==> src/ppp_div.sv <==
// pipelined unsigned restoring divider, one quotient bit per stage
`timescale 1ns / 1ps
module ppp_div #(
  parameter int NW = 41,
  parameter int DW = 28,
  parameter int QW = 16,
  parameter int TW = 1
) (
  input  logic          clk,
  input  logic          rst_n,
  input  logic          in_vld,
  input  logic [NW-1:0] in_num,
  input  logic [DW-1:0] in_den,
  input  logic [TW-1:0] in_tag,
  output logic          out_vld,
  output logic [QW-1:0] out_quo,
  output logic          out_ovf,
  output logic [TW-1:0] out_tag
);

  localparam int RW = ((NW > DW + QW) ? NW : DW + QW) + 1;

  logic [RW-1:0] rem_r [0:QW];
  logic [DW-1:0] den_r [0:QW];
  logic [QW-1:0] quo_r [0:QW];
  logic [TW-1:0] tag_r [0:QW];
  logic          vld_r [0:QW];
  logic          ovf_r [1:QW];

  // input stage
  always_ff @(posedge clk) begin
    if (!rst_n) begin
      vld_r[0] <= 1'b0;
    end else begin
      vld_r[0] <= in_vld;
    end
  end

  always_ff @(posedge clk) begin
    rem_r[0] <= RW'(in_num);
    den_r[0] <= in_den;
    quo_r[0] <= '0;
    tag_r[0] <= in_tag;
  end

  // one quotient bit per stage, msb first
  for (genvar s = 1; s <= QW; s++) begin : g_stage
    localparam int K = QW - s;
    logic [RW-1:0] sh;
    logic          ge;
    assign sh = RW'(den_r[s-1]) << K;
    assign ge = rem_r[s-1] >= sh;

    always_ff @(posedge clk) begin
      if (!rst_n) begin
        vld_r[s] <= 1'b0;
      end else begin
        vld_r[s] <= vld_r[s-1];
      end
    end

    always_ff @(posedge clk) begin
      rem_r[s] <= ge ? rem_r[s-1] - sh : rem_r[s-1];
      den_r[s] <= den_r[s-1];
      quo_r[s] <= (quo_r[s-1] << 1) | QW'(ge);
      tag_r[s] <= tag_r[s-1];
    end

    // quotient overflow check rides with the first bit
    if (s == 1) begin : g_ovf
      always_ff @(posedge clk) begin
        ovf_r[s] <= rem_r[0] >= (RW'(den_r[0]) << QW);
      end
    end else begin : g_pass
      always_ff @(posedge clk) begin
        ovf_r[s] <= ovf_r[s-1];
      end
    end
  end

  assign out_vld = vld_r[QW];
  assign out_quo = quo_r[QW];
  assign out_ovf = ovf_r[QW];
  assign out_tag = tag_r[QW];

endmodule

==> config.mk <==
export PLATFORM = sky130hd
export DESIGN_NAME = ppp_div
export DESIGN_NICKNAME = d
export VERILOG_FILES = /design/src/ppp_div.sv
export SDC_FILE = /design/constraint.sdc
export NUM_CORES = 2
export LEC_CHECK = 0
export BUFFER_PORTS_ARGS = -buffer_cell sky130_fd_sc_hd__buf_4
export CAP_MARGIN = 15
export CORE_ASPECT_RATIO = 0.9
export CORE_MARGIN = 5
export CORE_UTILIZATION = 35
export DETAILED_ROUTE_END_ITERATION = 10
export HOLD_SLACK_MARGIN = 0.05
export SYNTH_ARGS = -nofsm -noshare
export SYNTH_HDL_FRONTEND = slang
export SYNTH_SLANG_ARGS = --single-unit
==> constraint.sdc <==
create_clock -name clk -period 3.25 [get_ports clk]
set_clock_uncertainty 0.2 [all_clocks]
set_input_delay 0.1625 -clock clk [delete_from_list [all_inputs] [get_ports clk]]
set_output_delay 0.1625 -clock clk [all_outputs]
set_load 0.05 [all_outputs]
### Word-level counts from Yosys, hierarchy flattened

Memory sizes are Yosys's and may differ from the RTL's.
Index checks and enable logic that the tools add are counted.

| storage, ports and cells | value |
|---|---|
| register bits | 0 |
| bits in latches | 0 |
| RAM bits | 1,563 |
| memory bits (read-only) | 0 |
| output and inout port bits | 19 |
| logic and storage cells | 107 |
| memories kept | 6 |

Memory list:

| memory | depth | bits a word | rd ports | clocked after Yosys merged registers in | wr ports | line | text |
|---|---|---|---|---|---|---|---|
| rem_r | 17 | 45 | 16 | 0 | 17 | 23 | `logic [RW-1:0] rem_r [0:QW];` |
| den_r | 17 | 28 | 16 | 0 | 17 | 24 | `logic [DW-1:0] den_r [0:QW];` |
| quo_r | 17 | 16 | 17 | 0 | 17 | 25 | `logic [QW-1:0] quo_r [0:QW];` |
| tag_r | 17 | 1 | 17 | 0 | 17 | 26 | `logic [TW-1:0] tag_r [0:QW];` |
| vld_r | 17 | 1 | 17 | 0 | 17 | 27 | `logic vld_r [0:QW];` |
| ovf_r | 16 | 1 | 16 | 0 | 16 | 28 | `logic ovf_r [1:QW];` |

| operators by class | value |
|---|---|
| $add $sub $neg | 16 |
| multiply operators | 0 |
| divide/modulo/power cells | 0 |
| magnitude comparators | 17 |
| equality and inequality tests | 0 |
| shift operators | 0 |
| muxes and demuxes | 35 |
| bitwise gates (word level) | 33 |
| reduce and logical (&&, ||, !) cells | 0 |

Operator list:

| operator | count |
|---|---|
| 45-bit 2-to-1 mux | 16 |
| 16-bit by 1-bit OR with 16-bit output | 16 |
| 45-bit by 28-bit >= comparator with 1-bit output | 1 |
| 45-bit by 29-bit >= comparator with 1-bit output | 1 |
| 45-bit by 30-bit >= comparator with 1-bit output | 1 |
| 45-bit by 31-bit >= comparator with 1-bit output | 1 |
| 45-bit by 32-bit >= comparator with 1-bit output | 1 |
| 45-bit by 33-bit >= comparator with 1-bit output | 1 |
| 45-bit by 34-bit >= comparator with 1-bit output | 1 |
| 45-bit by 35-bit >= comparator with 1-bit output | 1 |
| 45-bit by 36-bit >= comparator with 1-bit output | 1 |
| 45-bit by 37-bit >= comparator with 1-bit output | 1 |
| 45-bit by 38-bit >= comparator with 1-bit output | 1 |
| 45-bit by 39-bit >= comparator with 1-bit output | 1 |
| 45-bit by 40-bit >= comparator with 1-bit output | 1 |
| 45-bit by 41-bit >= comparator with 1-bit output | 1 |
| 45-bit by 42-bit >= comparator with 1-bit output | 1 |
| 45-bit by 43-bit >= comparator with 1-bit output | 1 |
| 45-bit by 44-bit >= comparator with 1-bit output | 1 |
| 45-bit by 28-bit subtractor with 45-bit output | 1 |
| 45-bit by 29-bit subtractor with 45-bit output | 1 |
| 45-bit by 30-bit subtractor with 45-bit output | 1 |
| 45-bit by 31-bit subtractor with 45-bit output | 1 |
| 45-bit by 32-bit subtractor with 45-bit output | 1 |
| other kinds (13) | 47 |

### Depth between registers and ports, before layout

An unclocked memory read counts as a cell.

| depth | value |
|---|---|
| depth after elaboration | 3 |
| gate-level depth with buffers | 15 |

### Least setup slack after synthesis

Ideal clock, no wire load.

| path | value |
|---|---|
| kind | register to register |
| start | memory rem_r[0][631] in the netlist's numbering |
| end | memory rem_r[0][700] in the netlist's numbering |
| setup time | 132 ps |
| data arrival time | 3,003 ps |
| data required time | 2,918 ps |
| setup slack | -85 ps |
| cell stages (with the launch flop) | 16 |
| path buffers | 2 |
| period minus slack after synthesis | 3,335 ps |
| cell sequence | dfxtp_1 inv_1 ha_1 inv_1 fa_1 a21o_1 a311o_1 a41oi_2 o22ai_1 o311a_1 nor2_1 nand2_1 buf_2 clkbuf_1 nor2_1 a21oi_1 |

RTL lines:

| element | line |
|---|---|
| start, declared | 23 |

==> results.ini <==
[worst_setup_path]
worstSetupStartpointType=flip-flop
crit_path_frequent_cell=inv_2
max_stage_delay_ns=0.51
cp_slowest_cell=or4b_4
end_kind=flip-flop
critPathArrivalTime_ns=3.89
critPathKind=reg -> reg
cp_cell_sequence=inv_2 > ha_4 > inv_2 > fa_2 > a211oi_4 > o21a_1 > o211ai_1 > nand4_1 > buf_4 > or4b_4 > nand2_8 > inv_1 > mux2_2
crit_fanout=4
crit_required_ns=3.71

[placement]
place_congestion=0.928
place_inst=9619
place_area_sq_um=70000
dpl.hpwl_mm=129
place_ws_ns=-0.615
io_buffers=91

[status]
violations=setup timing
outcome=complete, but fails checks

[timing]
fin_hold_ws_ns=0.121
period_needed_ns=3.43
timing_hold_violations_final=0
worstMarginPinSlew_ns=0.840
setup_viol=169
tns_ns=-10.07
slew_viol_final=0
rsz0062_at_grt=true
period_share=1.06
maxSlewHeadroom=0.436
setup_ws_ns=-0.184
clock.fmax_ghz=0.291

[grt]
grt_pass1_wl_mm=272
first_global_vias=51338
grt_max_degree=53
grt_overflow_total=0
grt_use_total=0.185
grt_antenna_before_repair=4

[clock_network]
clock-sinks=1350
clk-insertion-delay-late_ns=0.79
cts-root-buf=clkbuf_16
ctsLongestPathBuffers=3
cts_buffers=145
htree_levels=4
clk_pin_slew_ns=0.07
cts_tree=yes

[layout]
layout.nets=8393
area_growth_pct=37.4
stdcell_count=10212
fin_area_sq_um=83000
drive_gt1_frac=0.274
fin_util=0.485
fill_cells=15474

[floorplanning]
core_sq_um=171000
ioPinCount=92
std_cell_rows=144
die_x_um=448
start_util=0.353
die_h_um=404
dieArea_sq_um=181000

[power]
power_density_nw_per_um2=966
p_int_mw=49.8
leakagePower_nw=37.1
p_switching_mw=30.4
vdd.ir_drop.worst_uv=537
finalPower_mw=80.2
comb_power_share=0.485
p_clk_frac=0.213
swShare=0.379
pwr-share-seq=0.302

[detailed_routing]
viasPerCell=5.03
detail-route-antenna-nets=0
wl_per_cell_um=17.4
dr.pass1.iters=6
drtIter0Drc=2834
num_vias=51355
wl_mm=178
drc_errors=0

[logic_synthesis]
syn_inst=6563
syn-num-nets=7122
synth_edf_count=0
ys_ff_latch=1350
async_reset_ff_frac=0
synth_flop_cell=dfxtp_1
postSynthAreaPerCell_sq_um=9.21
synth_cell_types=102
syn-cell-area_sq_um=60400
synth-warning-count=0
ys_seq_area_frac=0.447

[worst_hold_path]
hold_class=reg -> reg

[job]
cap_violations=0

-- sequential cells by signal, indices dropped and copies added (netlist names) --
| signal | count |
|---|---|
| den_r | 448 |
| rem_r | 716 |
| vld_r | 17 |
| quo_r | 136 |
| ovf_r | 16 |
| tag_r | 17 |
-- synth_stat cells (all sizes together) (12+ instances only) --
cell type | instances | share of area
o211ai | 40 | 0.0050
nand4 | 100 | 0.010
a21boi | 13 | 0.0016
o21a | 55 | 0.0068
clkbuf | 138 | 0.0086
a211oi | 52 | 0.0066
a311oi | 16 | 0.0024
nor3b | 19 | 0.0024
buf | 53 | 0.0053
a31oi | 56 | 0.0059
inv | 580 | 0.036
a211o | 19 | 0.0028
fa | 15 | 0.0050
or4 | 25 | 0.0032
dfxtp | 1350 | 0.45
or3 | 39 | 0.0040
nor4b | 12 | 0.0020
nand3 | 123 | 0.010
mux2i | 13 | 0.0022
o31a | 16 | 0.0023
xor2 | 215 | 0.031
a21o | 205 | 0.025
nand2 | 492 | 0.031
and2 | 50 | 0.0052
nor2b | 63 | 0.0065
mux2 | 88 | 0.016
or2 | 17 | 0.0018
o2111ai | 12 | 0.0017
o31ai | 45 | 0.0056
xnor2 | 255 | 0.037
nand2b | 73 | 0.0076
and3 | 58 | 0.0060
a21oi | 515 | 0.043
nor2 | 408 | 0.026
o21bai | 59 | 0.0075
nor4 | 78 | 0.0082
nor3 | 128 | 0.011
a2111oi | 17 | 0.0027
ha | 471 | 0.098
o21ai | 412 | 0.034
-- power groups by stage --
| stage | combinational, mW | clock (mW) | sequential, mW |
|---|---|---|---|
| detailed placement | 33.7 | 0 | 24.2 |
| finish | 38.9 | 17.1 | 24.2 |
| global route | 42.6 | 18.2 | 24.6 |
| floorplan | 22.3 | 0 | 23.0 |
| CTS | 35.5 | 17.5 | 23.9 |
| global placement | 33.3 | 0 | 24.2 |
-- critical path, delay by kind of cell (launching register included) --
family                     cells  cell delay [ns]
muxes                          1             0.32
adders and majority gates      2             0.52
DFF                            1             0.32
AOI/OAI and AO/OA              3             0.73
and+or+nand+nor                3             0.79
buffers and inverters          4             0.41
-- area by class of cell --
cell class                 instances  area, sq um  area share
multi-input combinational       4448        34300       0.414
sequential                      1350        27100       0.326
timing repair buffer            1309        11500       0.138
clock buffer                     189         4020      0.0485
tap                             2263         2830      0.0341
inverter                         580         2210      0.0266
clock inverter                    70         1040      0.0126
antenna                            3         7.51   0.0000904
-- final timing paths --
path	from	endpoint	slack, ns	depth (start not counted)
setup / recovery	rem_r[0][103]	rem_r[0][164]	-0.18	13
hold / removal	den_r[0][245]	den_r[0][273]	0.12	0
setup reg to reg	rem_r[0][103]	rem_r[0][164]	-0.18	13
hold reg to reg	den_r[0][245]	den_r[0][273]	0.12	0
-- kinds of logic after synthesis --
| group | synth area share |
|---|---|
| and+or+nand+nor | 0.141 |
| AOI/OAI and AO/OA | 0.172 |
| DFF | 0.447 |
| buffers and inverters | 0.0500 |
| adders and majority gates | 0.103 |
| xor gates and xnor gates | 0.0681 |
| muxes | 0.0186 |
-- placed cells by master, fill, tap and decap left out, types with 43 or more instances in the layout --
cell	synthesis	final
and3_1	58	53
ha_1	471	424
dlygate4sd3_1	0	146
nand2b_1	73	70
buf_4	19	1028
nor2_4	2	53
dfxtp_2	0	53
nand2_1	492	434
xor2_1	215	215
dfxtp_1	1350	1297
o21ai_0	405	300
o21ai_2	0	53
o21ai_1	7	53
nor3_1	125	99
and2_1	49	47
nor4_1	77	51
o21a_1	55	53
nor2_1	405	348
buf_6	4	51
nor2b_1	63	55
a21oi_2	1	70
inv_1	576	546
mux2_4	0	43
nand4_1	100	100
nand3_1	123	108
o21bai_1	58	56
a21o_1	205	205
mux2_2	88	45
xnor2_1	255	250
a21oi_1	514	434
clkbuf_16	0	163
-- layer usage --
layer	part of all wire	track usage	wire length (um)	up-vias
met4	0.044	0.0729	7850	0
met5	0	0	0	-
met2	0.49	0.332	87700	1124
met3	0.039	0.0270	6900	376
li1	-	-	-	25511
met1	0.42	0.223	75600	24344
-- what timing repair did --
action / 4_1_cts / 5_1_grt
hold buffers: 146 / 0
hold endpoints to repair: 87 / 0
gates cloned: 20 / 20
pin swaps: 128 / 268
setup buffers: 67 / 94
endpoints found under the setup margin: 502 / 489
gates resized for setup: 418 / 700
No activity file was read; power rests on OpenSTA's default activity.
